<file path="config.mk">
export PLATFORM = sky130hd
export DESIGN_NAME = motion_sensor_peak_smoother_top_flat
export DESIGN_NICKNAME = d
export VERILOG_FILES = /design/src/hw/rtl/msps_pkg.sv /design/src/hw/rtl/msps_in_if.sv /design/src/hw/rtl/msps_out_if.sv /design/src/hw/rtl/msps_cfg.sv /design/src/hw/rtl/msps_ctrl.sv /design/src/hw/rtl/msps_dp.sv /design/src/hw/rtl/motion_sensor_peak_smoother_top.sv /design/src/flat_wrapper.sv
export VERILOG_INCLUDE_DIRS = /design/src /design/src/hw/rtl
export SDC_FILE = /design/constraint.sdc
export NUM_CORES = 1
export LEC_CHECK = 0
export ABC_CLOCK_PERIOD_IN_PS = 7000
export BUFFER_PORTS_ARGS = -buffer_cell sky130_fd_sc_hd__buf_2
export CAP_MARGIN = 20
export CORE_MARGIN = 5
export CORE_UTILIZATION = 35
export DETAILED_ROUTE_END_ITERATION = 6
export SETUP_SLACK_MARGIN = 0.15
export SYNTH_ARGS = -nofsm -noshare
export SYNTH_HDL_FRONTEND = slang
export SYNTH_SLANG_ARGS = --single-unit
export TNS_END_PERCENT = 10
</file>
<file path="constraint.sdc">
create_clock -name clk -period 7 [get_ports clk]
set_input_delay 0.7 -clock clk [delete_from_list [all_inputs] [get_ports clk]]
set_output_delay 0.7 -clock clk [all_outputs]
set_load 0.02 [all_outputs]
</file>
<file path="src/hw/rtl/motion_sensor_peak_smoother_top_assert.svh">
// assertion macros shared by the motion sensor peak smoother rtl
// no dependencies; include by bare file name
`ifndef MOTION_SENSOR_PEAK_SMOOTHER_TOP_ASSERT_SVH
`define MOTION_SENSOR_PEAK_SMOOTHER_TOP_ASSERT_SVH

// same-cycle implication, disabled while in reset
`define MSPS_ASSERT_IMPL(name, clk, rst_n, ante, cons) \
    name: assert property (@(posedge clk) disable iff (!rst_n) (ante) |-> (cons)) \
        else $error("msps assertion failed");

// next-cycle implication, disabled while in reset
`define MSPS_ASSERT_NEXT(name, clk, rst_n, ante, cons) \
    name: assert property (@(posedge clk) disable iff (!rst_n) (ante) |=> (cons)) \
        else $error("msps assertion failed");

`endif

</file>
<file path="src/hw/rtl/msps_pkg.sv">
// shared types and constants of the motion sensor peak smoother
// no dependencies
package msps_pkg;

    // default sizes
    localparam int WINDOW_DEF   = 20;
    localparam int CHANNELS_DEF = 2;

    // field widths
    localparam int CHANNEL_W = 2;
    localparam int RAW_W     = 12;
    localparam int LEVEL_W   = 7;
    localparam int WEIGHT_W  = 9;
    localparam int ACC_W     = 16;
    localparam int PADDR_W   = 4;
    localparam int PDATA_W   = 32;

    // arithmetic constants
    localparam logic [RAW_W-1:0]    MID_CODE   = 12'd2048;
    localparam logic [LEVEL_W-1:0]  FULL_SCALE = 7'd100;
    localparam logic [WEIGHT_W-1:0] WEIGHT_ONE = 9'd256;

    // register reset values
    localparam logic [LEVEL_W-1:0]  DEAD_ZONE_RST = 7'd10;
    localparam logic [LEVEL_W-1:0]  CEILING_RST   = 7'd100;
    localparam logic [WEIGHT_W-1:0] WEIGHT_RST    = 9'd128;

    // register indexes (byte address / 4)
    localparam logic [1:0] REG_DEAD_ZONE = 2'd0;
    localparam logic [1:0] REG_CEILING   = 2'd1;
    localparam logic [1:0] REG_WEIGHT    = 2'd2;

    typedef struct packed {
        logic [LEVEL_W-1:0]  dead_zone;
        logic [LEVEL_W-1:0]  ceiling;
        logic [WEIGHT_W-1:0] smoothing_weight;
    } cfg_t;

    typedef enum logic [2:0] {
        S_IDLE,
        S_WRITE,
        S_SCAN,
        S_LAST,
        S_MUL1,
        S_MUL2,
        S_FINISH
    } state_t;

    // controller to datapath
    typedef struct packed {
        logic accept;
        logic do_write;
        logic scan_rd;
        logic mul1;
        logic mul2;
        logic load_out;
    } ctrl_cmd_t;

    // datapath to controller
    typedef struct packed {
        logic ch_ok;
        logic scan_last;
        logic out_free;
    } ctrl_sts_t;

endpackage

</file>
<file path="src/hw/rtl/msps_in_if.sv">
// input item channel: sensor channel number and raw converter sample
// depends on msps_pkg
interface msps_in_if;
    import msps_pkg::*;

    logic                 valid;
    logic                 ready;
    logic [CHANNEL_W-1:0] channel;
    logic [RAW_W-1:0]     raw_sample;

    modport source (output valid, output channel, output raw_sample, input ready);
    modport sink   (input valid, input channel, input raw_sample, output ready);
endinterface

</file>
<file path="src/hw/rtl/msps_out_if.sv">
// result item channel: smoothed motion level
// depends on msps_pkg
interface msps_out_if;
    import msps_pkg::*;

    logic               valid;
    logic               ready;
    logic [LEVEL_W-1:0] level;

    modport source (output valid, output level, input ready);
    modport sink   (input valid, input level, output ready);
endinterface

</file>
<file path="src/hw/rtl/msps_cfg.sv">
// apb-style configuration registers: dead zone, ceiling, smoothing weight
// depends on msps_pkg
module msps_cfg (
    input  logic                          clk,
    input  logic                          rst_n,
    input  logic                          psel,
    input  logic                          penable,
    input  logic                          pwrite,
    input  logic [msps_pkg::PADDR_W-1:0]  paddr,
    input  logic [msps_pkg::PDATA_W-1:0]  pwdata,
    output logic [msps_pkg::PDATA_W-1:0]  prdata,
    output logic                          pready,
    output msps_pkg::cfg_t                cfg
);
    import msps_pkg::*;

    logic [LEVEL_W-1:0]  dead_zone_reg;
    logic [LEVEL_W-1:0]  ceiling_reg;
    logic [WEIGHT_W-1:0] weight_reg;
    logic                wr_en;
    logic [1:0]          reg_idx;

    assign pready  = 1'b1;
    assign wr_en   = psel && penable && pwrite;
    assign reg_idx = paddr[3:2];

    // register writes
    always_ff @(posedge clk or negedge rst_n)
    begin
        if (!rst_n)
        begin
            dead_zone_reg <= DEAD_ZONE_RST;
            ceiling_reg   <= CEILING_RST;
            weight_reg    <= WEIGHT_RST;
        end
        else if (wr_en)
        begin
            case (reg_idx)
                REG_DEAD_ZONE: dead_zone_reg <= pwdata[LEVEL_W-1:0];
                REG_CEILING:   ceiling_reg   <= pwdata[LEVEL_W-1:0];
                REG_WEIGHT:    weight_reg    <= pwdata[WEIGHT_W-1:0];
                default:       ;
            endcase
        end
    end

    // read back
    always_comb
    begin
        case (reg_idx)
            REG_DEAD_ZONE: prdata = PDATA_W'(dead_zone_reg);
            REG_CEILING:   prdata = PDATA_W'(ceiling_reg);
            REG_WEIGHT:    prdata = PDATA_W'(weight_reg);
            default:       prdata = '0;
        endcase
    end

    assign cfg.dead_zone        = dead_zone_reg;
    assign cfg.ceiling          = ceiling_reg;
    assign cfg.smoothing_weight = weight_reg;
endmodule

</file>
<file path="src/hw/rtl/msps_ctrl.sv">
// controller state machine: sequences accept, window write, scan, average, output
// depends on msps_pkg
module msps_ctrl (
    input  logic                  clk,
    input  logic                  rst_n,
    input  logic                  in_valid,
    output logic                  in_ready,
    input  msps_pkg::ctrl_sts_t   sts,
    output msps_pkg::ctrl_cmd_t   cmd
);
    import msps_pkg::*;

    state_t state_reg;
    state_t state_next;

    // state register
    always_ff @(posedge clk or negedge rst_n)
    begin
        if (!rst_n)
        begin
            state_reg <= S_IDLE;
        end
        else
        begin
            state_reg <= state_next;
        end
    end

    // next state and commands
    always_comb
    begin
        state_next = state_reg;
        cmd        = '0;
        in_ready   = 1'b0;
        case (state_reg)
            S_IDLE:
            begin
                in_ready = 1'b1;
                if (in_valid)
                begin
                    cmd.accept = 1'b1;
                    state_next = sts.ch_ok ? S_WRITE : S_FINISH;
                end
            end
            S_WRITE:
            begin
                cmd.do_write = 1'b1;
                state_next   = S_SCAN;
            end
            S_SCAN:
            begin
                cmd.scan_rd = 1'b1;
                if (sts.scan_last)
                begin
                    state_next = S_LAST;
                end
            end
            S_LAST:
            begin
                state_next = S_MUL1;
            end
            S_MUL1:
            begin
                cmd.mul1   = 1'b1;
                state_next = S_MUL2;
            end
            S_MUL2:
            begin
                cmd.mul2   = 1'b1;
                state_next = S_FINISH;
            end
            S_FINISH:
            begin
                if (sts.out_free)
                begin
                    cmd.load_out = 1'b1;
                    state_next   = S_IDLE;
                end
            end
            default:
            begin
                state_next = S_IDLE;
            end
        endcase
    end
endmodule

</file>
<file path="src/hw/rtl/msps_dp.sv">
// datapath: magnitude, per-channel window memory, peak scan, limiter, average
// depends on msps_pkg and the assertion macro header
`include "motion_sensor_peak_smoother_top_assert.svh"

module msps_dp #(
    parameter int WINDOW   = msps_pkg::WINDOW_DEF,
    parameter int CHANNELS = msps_pkg::CHANNELS_DEF
) (
    input  logic                            clk,
    input  logic                            rst_n,
    input  msps_pkg::cfg_t                  cfg,
    input  logic [msps_pkg::CHANNEL_W-1:0]  channel,
    input  logic [msps_pkg::RAW_W-1:0]      raw_sample,
    input  msps_pkg::ctrl_cmd_t             cmd,
    output msps_pkg::ctrl_sts_t             sts,
    output logic                            out_valid,
    input  logic                            out_ready,
    output logic [msps_pkg::LEVEL_W-1:0]    out_level
);
    import msps_pkg::*;

    localparam int DEPTH  = CHANNELS * WINDOW;
    localparam int ADDR_W = $clog2(DEPTH);
    localparam int IDX_W  = $clog2(WINDOW);
    localparam int CNT_W  = $clog2(WINDOW + 1);
    localparam int CH_W   = (CHANNELS > 1) ? $clog2(CHANNELS) : 1;
    localparam int PROD_W = RAW_W + LEVEL_W - 1;

    // window memory, one circular buffer per channel
    logic [LEVEL_W-1:0] win_mem [DEPTH];
    logic [LEVEL_W-1:0] rd_data_reg;

    // per-channel write pointer, fill count and average
    logic [IDX_W-1:0]   wp_reg     [CHANNELS];
    logic [CNT_W-1:0]   fill_reg   [CHANNELS];
    logic [LEVEL_W-1:0] smooth_reg [CHANNELS];

    logic [CH_W-1:0]    ch_reg;
    logic [LEVEL_W-1:0] mag_reg;
    logic [IDX_W-1:0]   scan_cnt_reg;
    logic               rd_vld_reg;
    logic               rd_ok_reg;
    logic [LEVEL_W-1:0] peak_reg;
    logic [LEVEL_W-1:0] lim_reg;
    logic [ACC_W-1:0]   acc_reg;
    logic [LEVEL_W-1:0] lvl_reg;
    logic               out_valid_reg;
    logic [LEVEL_W-1:0] out_level_reg;

    logic [31:0]         ch_wide;
    logic                ch_ok;
    logic [RAW_W-1:0]    dev;
    logic [PROD_W-1:0]   mag_prod;
    logic [IDX_W-1:0]    wp_cur;
    logic [CNT_W-1:0]    fill_cur;
    logic [LEVEL_W-1:0]  old_lvl;
    logic [ADDR_W-1:0]   base_addr;
    logic [ADDR_W-1:0]   wr_addr;
    logic [ADDR_W-1:0]   rd_addr;
    logic [LEVEL_W-1:0]  peak_dz;
    logic [LEVEL_W-1:0]  peak_lim;
    logic [WEIGHT_W-1:0] w_eff;
    logic [WEIGHT_W-1:0] w_inv;
    logic [ACC_W-1:0]    acc_next;
    logic [ACC_W-1:0]    sum_next;

    // input decode and magnitude: |raw - mid| * 100 / 2048
    assign ch_wide  = 32'(channel);
    assign ch_ok    = (ch_wide < 32'(CHANNELS));
    assign dev      = (raw_sample >= MID_CODE) ? (raw_sample - MID_CODE)
                                               : (MID_CODE - raw_sample);
    assign mag_prod = PROD_W'(dev) * PROD_W'(FULL_SCALE);

    // current channel state
    assign wp_cur    = wp_reg[ch_reg];
    assign fill_cur  = fill_reg[ch_reg];
    assign old_lvl   = smooth_reg[ch_reg];
    assign base_addr = ADDR_W'(ADDR_W'(ch_reg) * ADDR_W'(WINDOW));
    assign wr_addr   = ADDR_W'(base_addr + ADDR_W'(wp_cur));
    assign rd_addr   = ADDR_W'(base_addr + ADDR_W'(scan_cnt_reg));

    // dead zone first, then ceiling clamp
    assign peak_dz  = (peak_reg < cfg.dead_zone) ? '0 : peak_reg;
    assign peak_lim = (peak_dz > cfg.ceiling) ? cfg.ceiling : peak_dz;

    // average weight, saturated at one
    assign w_eff    = (cfg.smoothing_weight > WEIGHT_ONE) ? WEIGHT_ONE
                                                          : cfg.smoothing_weight;
    assign w_inv    = WEIGHT_ONE - w_eff;
    assign acc_next = ACC_W'(old_lvl) * ACC_W'(w_inv);
    assign sum_next = ACC_W'(acc_reg + ACC_W'(ACC_W'(lim_reg) * ACC_W'(w_eff)));

    // window memory write and registered read
    always_ff @(posedge clk)
    begin
        if (cmd.do_write)
        begin
            win_mem[wr_addr] <= mag_reg;
        end
        rd_data_reg <= win_mem[rd_addr];
    end

    // item payload registers
    always_ff @(posedge clk)
    begin
        if (cmd.accept)
        begin
            mag_reg <= mag_prod[PROD_W-1 -: LEVEL_W];
        end
        if (cmd.mul1)
        begin
            acc_reg <= acc_next;
            lim_reg <= peak_lim;
        end
    end

    // channel, scan counter, peak and level
    always_ff @(posedge clk or negedge rst_n)
    begin
        if (!rst_n)
        begin
            ch_reg       <= '0;
            scan_cnt_reg <= '0;
            rd_vld_reg   <= 1'b0;
            rd_ok_reg    <= 1'b0;
            peak_reg     <= '0;
            lvl_reg      <= '0;
        end
        else
        begin
            rd_vld_reg <= cmd.scan_rd;
            if (cmd.accept)
            begin
                if (ch_ok)
                begin
                    ch_reg <= ch_wide[CH_W-1:0];
                end
                else
                begin
                    lvl_reg <= '0;
                end
            end
            if (cmd.do_write)
            begin
                scan_cnt_reg <= '0;
                peak_reg     <= '0;
            end
            if (cmd.scan_rd)
            begin
                rd_ok_reg    <= (CNT_W'(scan_cnt_reg) < fill_cur);
                scan_cnt_reg <= IDX_W'(scan_cnt_reg + 1'b1);
            end
            // compare one window entry a cycle; entries not yet written are skipped
            if (rd_vld_reg && rd_ok_reg && (rd_data_reg > peak_reg))
            begin
                peak_reg <= rd_data_reg;
            end
            if (cmd.mul2)
            begin
                lvl_reg <= sum_next[8 +: LEVEL_W];
            end
        end
    end

    // per-channel pointer, fill count and average state
    always_ff @(posedge clk or negedge rst_n)
    begin
        if (!rst_n)
        begin
            for (int c = 0; c < CHANNELS; c++)
            begin
                wp_reg[c]     <= '0;
                fill_reg[c]   <= '0;
                smooth_reg[c] <= '0;
            end
        end
        else
        begin
            if (cmd.do_write)
            begin
                wp_reg[ch_reg] <= (wp_cur == IDX_W'(WINDOW - 1)) ? '0
                                                                 : IDX_W'(wp_cur + 1'b1);
                if (fill_cur != CNT_W'(WINDOW))
                begin
                    fill_reg[ch_reg] <= CNT_W'(fill_cur + 1'b1);
                end
            end
            if (cmd.mul2)
            begin
                smooth_reg[ch_reg] <= sum_next[8 +: LEVEL_W];
            end
        end
    end

    // output register
    always_ff @(posedge clk or negedge rst_n)
    begin
        if (!rst_n)
        begin
            out_valid_reg <= 1'b0;
            out_level_reg <= '0;
        end
        else if (cmd.load_out)
        begin
            out_valid_reg <= 1'b1;
            out_level_reg <= lvl_reg;
        end
        else if (out_ready)
        begin
            out_valid_reg <= 1'b0;
        end
    end

    assign out_valid     = out_valid_reg;
    assign out_level     = out_level_reg;
    assign sts.ch_ok     = ch_ok;
    assign sts.scan_last = (scan_cnt_reg == IDX_W'(WINDOW - 1));
    assign sts.out_free  = !out_valid_reg || out_ready;

    // checks
    `MSPS_ASSERT_IMPL(a_level_range, clk, rst_n, out_valid_reg, out_level_reg <= FULL_SCALE)
    `MSPS_ASSERT_IMPL(a_fill_range, clk, rst_n, 1'b1, fill_cur <= CNT_W'(WINDOW))
    `MSPS_ASSERT_IMPL(a_wp_tracks_fill, clk, rst_n, fill_cur < CNT_W'(WINDOW),
                      CNT_W'(wp_cur) == fill_cur)
    `MSPS_ASSERT_NEXT(a_avg_stored, clk, rst_n, cmd.mul2, smooth_reg[ch_reg] == lvl_reg)
endmodule

</file>
<file path="src/hw/rtl/motion_sensor_peak_smoother_top.sv">
// motion sensor peak smoother top: config regs, controller, datapath
// an item goes through states write, scan, last, mul1, mul2 and finish (finish alone for a
// channel out of range); the window scan does one read a cycle, and a new item is taken only
// in idle, while the previous result may still wait in the output register
// reset (rst_n, async low): windows and averages read as zero, registers to defaults
module motion_sensor_peak_smoother_top #(
    parameter int WINDOW   = msps_pkg::WINDOW_DEF,
    parameter int CHANNELS = msps_pkg::CHANNELS_DEF
) (
    input  logic                          clk,
    input  logic                          rst_n,
    input  logic                          psel,
    input  logic                          penable,
    input  logic                          pwrite,
    input  logic [msps_pkg::PADDR_W-1:0]  paddr,
    input  logic [msps_pkg::PDATA_W-1:0]  pwdata,
    output logic [msps_pkg::PDATA_W-1:0]  prdata,
    output logic                          pready,
    msps_in_if.sink                       in_ch,
    msps_out_if.source                    out_ch
);
    import msps_pkg::*;

    cfg_t      cfg;
    ctrl_cmd_t cmd;
    ctrl_sts_t sts;

    // configuration registers
    msps_cfg u_cfg (
        .clk     (clk),
        .rst_n   (rst_n),
        .psel    (psel),
        .penable (penable),
        .pwrite  (pwrite),
        .paddr   (paddr),
        .pwdata  (pwdata),
        .prdata  (prdata),
        .pready  (pready),
        .cfg     (cfg)
    );

    // controller
    msps_ctrl u_ctrl (
        .clk      (clk),
        .rst_n    (rst_n),
        .in_valid (in_ch.valid),
        .in_ready (in_ch.ready),
        .sts      (sts),
        .cmd      (cmd)
    );

    // datapath
    msps_dp #(
        .WINDOW   (WINDOW),
        .CHANNELS (CHANNELS)
    ) u_dp (
        .clk        (clk),
        .rst_n      (rst_n),
        .cfg        (cfg),
        .channel    (in_ch.channel),
        .raw_sample (in_ch.raw_sample),
        .cmd        (cmd),
        .sts        (sts),
        .out_valid  (out_ch.valid),
        .out_ready  (out_ch.ready),
        .out_level  (out_ch.level)
    );
endmodule

</file>
<file path="src/flat_wrapper.sv">
// flat-port wrapper written by rule: the top's interface ports become plain ports
module motion_sensor_peak_smoother_top_flat import msps_pkg::*;
#(
    parameter int WINDOW   = msps_pkg::WINDOW_DEF,
    parameter int CHANNELS = msps_pkg::CHANNELS_DEF
)
  (clk, rst_n, psel, penable, pwrite, paddr, pwdata, prdata, pready, in_ch_valid, in_ch_channel, in_ch_raw_sample, in_ch_ready, out_ch_valid, out_ch_level, out_ch_ready);
  msps_in_if in_ch_i ();
  msps_out_if out_ch_i ();
  input  logic clk;
  input  logic rst_n;
  input  logic psel;
  input  logic penable;
  input  logic pwrite;
  input  logic [msps_pkg::PADDR_W-1:0] paddr;
  input  logic [msps_pkg::PDATA_W-1:0] pwdata;
  output logic [msps_pkg::PDATA_W-1:0] prdata;
  output logic pready;
  input wire logic [$bits(in_ch_i.valid)-1:0] in_ch_valid;
  input wire logic [$bits(in_ch_i.channel)-1:0] in_ch_channel;
  input wire logic [$bits(in_ch_i.raw_sample)-1:0] in_ch_raw_sample;
  output wire logic [$bits(in_ch_i.ready)-1:0] in_ch_ready;
  output wire logic [$bits(out_ch_i.valid)-1:0] out_ch_valid;
  output wire logic [$bits(out_ch_i.level)-1:0] out_ch_level;
  input wire logic [$bits(out_ch_i.ready)-1:0] out_ch_ready;
  assign in_ch_i.valid = in_ch_valid;
  assign in_ch_i.channel = in_ch_channel;
  assign in_ch_i.raw_sample = in_ch_raw_sample;
  assign in_ch_ready = in_ch_i.ready;
  assign out_ch_valid = out_ch_i.valid;
  assign out_ch_level = out_ch_i.level;
  assign out_ch_i.ready = out_ch_ready;
  motion_sensor_peak_smoother_top #(.WINDOW(WINDOW), .CHANNELS(CHANNELS)) u_core (.clk(clk), .rst_n(rst_n), .psel(psel), .penable(penable), .pwrite(pwrite), .paddr(paddr), .pwdata(pwdata), .prdata(prdata), .pready(pready), .in_ch(in_ch_i), .out_ch(out_ch_i));
endmodule
</file>
Word-level counts from Yosys, hierarchy flattened
Memory sizes are Yosys's and may differ from the RTL's. A register that Yosys moved wholly into a read port is not among the register bits.
Cells that the tools add are included.
- flip-flop bits (word level): 119
- latch bits: 0
- RAM bits: 280
- memory bits (read-only): 0
- input bits: 57
- output and inout bits: 42
- word-level logic and storage cells: 127
- memories kept: 1
- memories (memory ; depth ; bits a word ; rd ports ; clocked after memory_dff ; wr ports ; line ; RTL):
    u_core.u_dp.win_mem ; 40 ; 7 ; 1 ; 1 ; 1 ; msps_dp.sv:30 ; logic [LEVEL_W-1:0] win_mem [DEPTH];
- $add $sub $neg: 9
- $mul: 4
- divide/modulo/power cells: 0
- order comparisons: 9
- equal/unequal tests: 15
- shifts and indexed selects: 0
- multiplexer cells: 47
- bitwise gates (word level): 1
- reductions and logical operators: 20
- operators with widths (operator ; number):
    $mux W7 ; 11
    $mux W5 ; 10
    $mul A7 B9 Y15 ; 2
    $pmux W9 S3 ; 1
    $pmux W3 S7 ; 1
    $bwmux W10 ; 2
    $mul A12 B5 Y16 const B ; 1
    $add A15 B15 Y15 ; 1
    $add A5 B1 Y5 const B ; 3
    $bwmux W14 ; 1
    $gt A7 B7 Y1 ; 2
    $mux W1 ; 13
    $add A6 B5 Y6 ; 2
    $ge A12 B12 Y1 const B ; 1
    $mux W12 ; 1
    $mux W3 ; 4
    $reduce_and A2 Y1 ; 6
    $sub A12 B12 Y12 const A ; 1
    $sub A12 B12 Y12 const B ; 1
    $eq A5 B5 Y1 const B ; 2
    $eq A3 B3 Y1 const B ; 3
    $gt A9 B9 Y1 const B ; 1
    $mux W9 ; 1
    $sub A9 B9 Y9 const A ; 1
    23 further kinds ; 33

Longest topological paths before layout
- word-level depth: 7
- depth in mapped cells: 24

Hierarchy
Synthesis repeated with hierarchy kept, for this count alone.
- cells, all modules: 1712
- area total of the unflattened synthesis: 22800.6 um^2
- modules (own cells, without submodules) (module ; instances ; cells an instance ; area an instance (um^2)):
    msps_dp ; 1 ; 1582 ; 21260.4
    msps_cfg ; 1 ; 104 ; 1273.7
    msps_ctrl ; 1 ; 26 ; 266.5

Worst setup path after synthesis
No wires, ideal clock.
- kind: reg-to-reg
- start: reg u_core.u_cfg.weight_reg[2]
- end: reg u_core.u_dp.smooth_reg[10] (netlist bit)
- setup time: 130 ps
- arrival time: 5232 ps
- path slack: 1639 ps
- cell stages (with the launch flop): 21
- buffers on the path: 0
- clock period less this slack: 5361 ps
- path through: dfrtp_1 nor4_1 nor2b_1 and2_1 nand2b_1 a21boi_1 nand2_1 fa_1 fa_1 inv_1 fa_1 inv_1 fa_1 inv_1 ha_1 a2111oi_4 o31ai_4 a41o_1 a311o_1 a21oi_2 o21ai_1
- word-level cells in the longest chain between the ends: 5
- RTL lines (element ; line ; RTL):
    from (decl) ; msps_cfg.sv:19 ; logic [WEIGHT_W-1:0] weight_reg;
    from (signal assigned) ; msps_cfg.sv:41 ; REG_WEIGHT: weight_reg <= pwdata[WEIGHT_W-1:0];
    $gt A9 B9 Y1 ; msps_dp.sv:87 ; assign w_eff = (cfg.smoothing_weight > WEIGHT_ONE) ? WEIGHT_ONE
    $mux W9 * ; msps_dp.sv:87 ;
    $mul A7 B9 Y15 * ; msps_dp.sv:91 ; assign sum_next = ACC_W'(acc_reg + ACC_W'(ACC_W'(lim_reg) * ACC_W'(w_eff)));
    $add A15 B15 Y15 * ; msps_dp.sv:91 ;
    $bwmux W14 * ; msps_dp.sv:190 ; smooth_reg[ch_reg] <= sum_next[8 +: LEVEL_W];
    to (signal, indexed assignment) ; msps_dp.sv:190 ;
    to (decl) ; msps_dp.sv:36 ; logic [LEVEL_W-1:0] smooth_reg [CHANNELS];
Mark *: on every way between the ends. The rest lies on a longest branch, timed or not.
A chain may end at the register's enable or synchronous reset.

Final worst setup path
- start: reg u_core.u_cfg.weight_reg[3]
- end: reg u_core.u_dp.smooth_reg[11] (netlist bit)
The elaborated chain is that of the path after synthesis.

==> results.json <==
{
  "status": "finished clean",
  "die_h_um": 264.2,
  "cts.repair.resized": 0,
  "grt_pass1_wl_um": 75290,
  "use_met1_pct": 17.84,
  "htreeDepth": 2,
  "irDropWorstVdd_mv": 0.3638,
  "cpMostUsedCell": "fa_1",
  "worst_pin_slew_ns": 0.9001,
  "initial_core_util_pct": 35.22,
  "synth_area_per_cell_um2": 13.27,
  "p_leak_nw": 10.03,
  "slew_headroom_pct": 40.00,
  "gr-usage-all-layers_pct": 13.33,
  "largest_reg_flops": 280,
  "grt_pass1_vias": 13654,
  "cp_slowest_cell": "fa_1",
  "report.final.slew_viol_count": 0,
  "setup_viol": 0,
  "grtUsageMet3_pct": 2.030,
  "ctsHoldBuffers": 0,
  "cp_max_fo": 7,
  "cts_buffers": 43,
  "final_util_pct": 39.16,
  "synth_top_flop_cell": "edfxtp_1",
  "yosysTopAreaCell": "edfxtp_1",
  "antenna_found_initial": 0,
  "wl_per_cell_um": 17.54,
  "postCtsSetupRepairBufs": 0,
  "holdCritPathClass": "in2async",
  "rsz0062_at_grt": "false",
  "tns_ns": 0,
  "cts_tree": "yes",
  "clock-sinks": 406,
  "synth_top_area_share_pct": 41.02,
  "num_rows": 93,
  "drt-initial-drc-count": 909,
  "synthCells": 1705,
  "grt_overflow": 0,
  "drt-total-wl_um": 46480,
  "synth-seq-cells": 406,
  "busiest_layer": "met2",
  "min_period_ns": 6.116,
  "post-route-period-util_pct": 87.38,
  "finalPower_w": 0.01165,
  "critPathLaunchType": "flop",
  "ant_nets": 0,
  "io_buffers": 49,
  "synth_area_leaders": "edfxtp_1 (41%), dfrtp_1 (9.3%), fa_1 (7.5%)",
  "synth_edf_count": 309,
  "clock_skew_ns": 0.02508,
  "drt_pre_antenna_iters": 5,
  "hold_viol": 0,
  "worstSetupEndpointType": "flop",
  "hpwlAfterDp_um": 32960,
  "ios": 99,
  "dieArea_um2": 69820,
  "gp_congestion": 0.8234,
  "async_flop_share_pct": 22.17,
  "yosysWarnings": 0,
  "powerDensity_nw_per_um2": 463.2,
  "core_um2": 64230,
  "ys_seq_area_share_pct": 51.63,
  "num_vias": 13121,
  "worst-path-buf-inv": 3,
  "via_per_inst": 4.951,
  "max_freq_mhz": 163.5,
  "grt_max_degree": 63,
  "clockBufferDepth": 3,
  "cts_root_buf": "clkbuf_16",
  "drc": 0,
  "critical_path_arrival_ns": 6.54,
  "layout-drive-gt1-share_pct": 14.60,
  "syn_area_um2": 22620,
  "n_antenna_cell": 0,
  "met2_usage_pct": 23.18,
  "cp_cell_sequence": "nor4_1, nor2b_1, and2_1, nand2b_1, a21boi_1, nand2_1, fa_1, fa_1, inv_1, fa_1, inv_1, fa_1, inv_1, ha_1, a2111oi_4, o31ai_4, a41o_1, a41oi_1, xor2_1, o21ai_1",
  "insertion_delay_ns": 0.58,
  "maxCapViolations": 0,
  "final_nets": 2035,
  "synth_cell_type_count": 70,
  "fillers": 6008,
  "critPathKind": "reg2reg",
  "worstPathRequired_ns": 7.42,
  "whs_ns": 0.05246,
  "die_w_um": 264.2,
  "clk_pin_slew_worst_paths_ns": 0.06,
  "path_delay_family": "adder cells",
  "syn2layout_area_growth_pct": 11.18,
  "max_stage_delay_ns": 0.54
}
worst register-to-register path, delay by kind of cell, from the launching register on:
family	cells	cell delay [ns]
DFF	1	0.46
and+or+nand+nor	5	1.00
buffers and inverters	3	0.16
AOI/OAI and AO/OA	6	1.66
adders and majority gates	5	2.29
xor gates and xnor gates	1	0.38
cells in the mapped netlist, drive strengths merged, types with 8 or more instances:
cell and number:
ha 131, buf 48, mux2 46, a21o 13, nor2 131, xnor2 30
o21a 10, or3 14, nand2 123, dfrtp 84, o211ai 9, a211oi 8
a21oi 38, nand2b 16, o31ai 11, clkbuf 33, a31oi 16, and2 44
mux2i 28, xor2 25, edfxtp 309, mux4 84, fa 85, nor3 25
nand3 10, inv 179, nor2b 31, o21ai 54
per-layer routing:
layer | up-vias | wire length (um)
li1 | 6170 | -
met1 | 6629 | 20310
met2 | 265 | 23230
met3 | 57 | 2170
met4 | 0 | 764
met5 | - | 0
path summary, 6_finish.rpt:
path	startpoint	cells past startpoint	to	slack [ns]
worst max-delay path	u_core.u_cfg.weight_reg[3]	20	u_core.u_dp.smooth_reg[11]	0.88
worst min-delay path	rst_n	1	u_core.u_cfg.weight_reg[6]	0.05
worst max register to register	u_core.u_cfg.weight_reg[3]	20	u_core.u_dp.smooth_reg[11]	0.88
worst min register to register	u_core.u_dp.wp_reg[8]	1	u_core.u_dp.wp_reg[8]	0.48
max in group asynchronous	rst_n	2	u_core.u_dp.scan_cnt_reg[0]	5.71
min in group clk	pwdata[7]	2	u_core.u_cfg.weight_reg[7]	0.37
placed cells by master, fill, tap and decap left out, drive strengths merged, types with 10 or more instances in the layout:
| cell type | synthesis | routed |
|---|---|---|
| edfxtp | 309 | 309 |
| inv | 179 | 181 |
| nor2 | 131 | 131 |
| ha | 131 | 131 |
| nand2 | 123 | 123 |
| fa | 85 | 85 |
| dfrtp | 84 | 84 |
| mux4 | 84 | 84 |
| buf | 48 | 71 |
| clkbuf | 33 | 60 |
| o21ai | 54 | 54 |
| mux2 | 46 | 46 |
| and2 | 44 | 44 |
| a21oi | 38 | 38 |
| nor2b | 31 | 31 |
| xnor2 | 30 | 30 |
| mux2i | 28 | 28 |
| nor3 | 25 | 25 |
| xor2 | 25 | 25 |
| conb | 2 | 24 |
| nand2b | 16 | 16 |
| a31oi | 16 | 16 |
| or3 | 14 | 14 |
| a21o | 13 | 13 |
| clkinv | 0 | 13 |
| o31ai | 11 | 11 |
| nand3 | 10 | 10 |
| o21a | 10 | 10 |
cell type report:
cell class              count  area, um^2  area share [%]
repair buffers             71       410.4           1.632
clock buffers              60        1191           4.736
flip-flops and latches    406       11680           46.45
clock inverters            18       215.2          0.8556
multi-input cells        1061        9907           39.39
well taps                 855        1070           4.253
inverters                 179       674.4           2.681
cells by family (layout without fill, tap and decap cells):
family / count (synthesis) / in the layout / synth area share, %
other cells: 2 / 24 / 0.03320
buf+inv: 260 / 328 / 5.033
mux: 158 / 158 / 12.21
compound gates: 187 / 187 / 5.415
flops: 406 / 406 / 51.63
xor+xnor: 55 / 55 / 2.129
fa+ha+maj: 216 / 216 / 14.77
simple gates: 421 / 421 / 8.789
per-stage QoR:
step / setup WS (ns) / instances / area [um^2]
finish: 0.8835 / 2650 / 25150
global route: 0.4095 / 2650 / 25150
CTS: 0.8446 / 2649 / 25140
detailed placement: 0.8970 / 2571 / 23740
global placement: 0.9740 / 2570 / 23730
floorplan: 1.639 / 1727 / 22700
power breakdown:
part	switching [W]	total, W	internal, W
sequential	0.000331	0.00346	0.00313
combinational	0.00349	0.00593	0.00244
clock	0.000941	0.00225	0.00131
(Power assumes the default switching activity.)
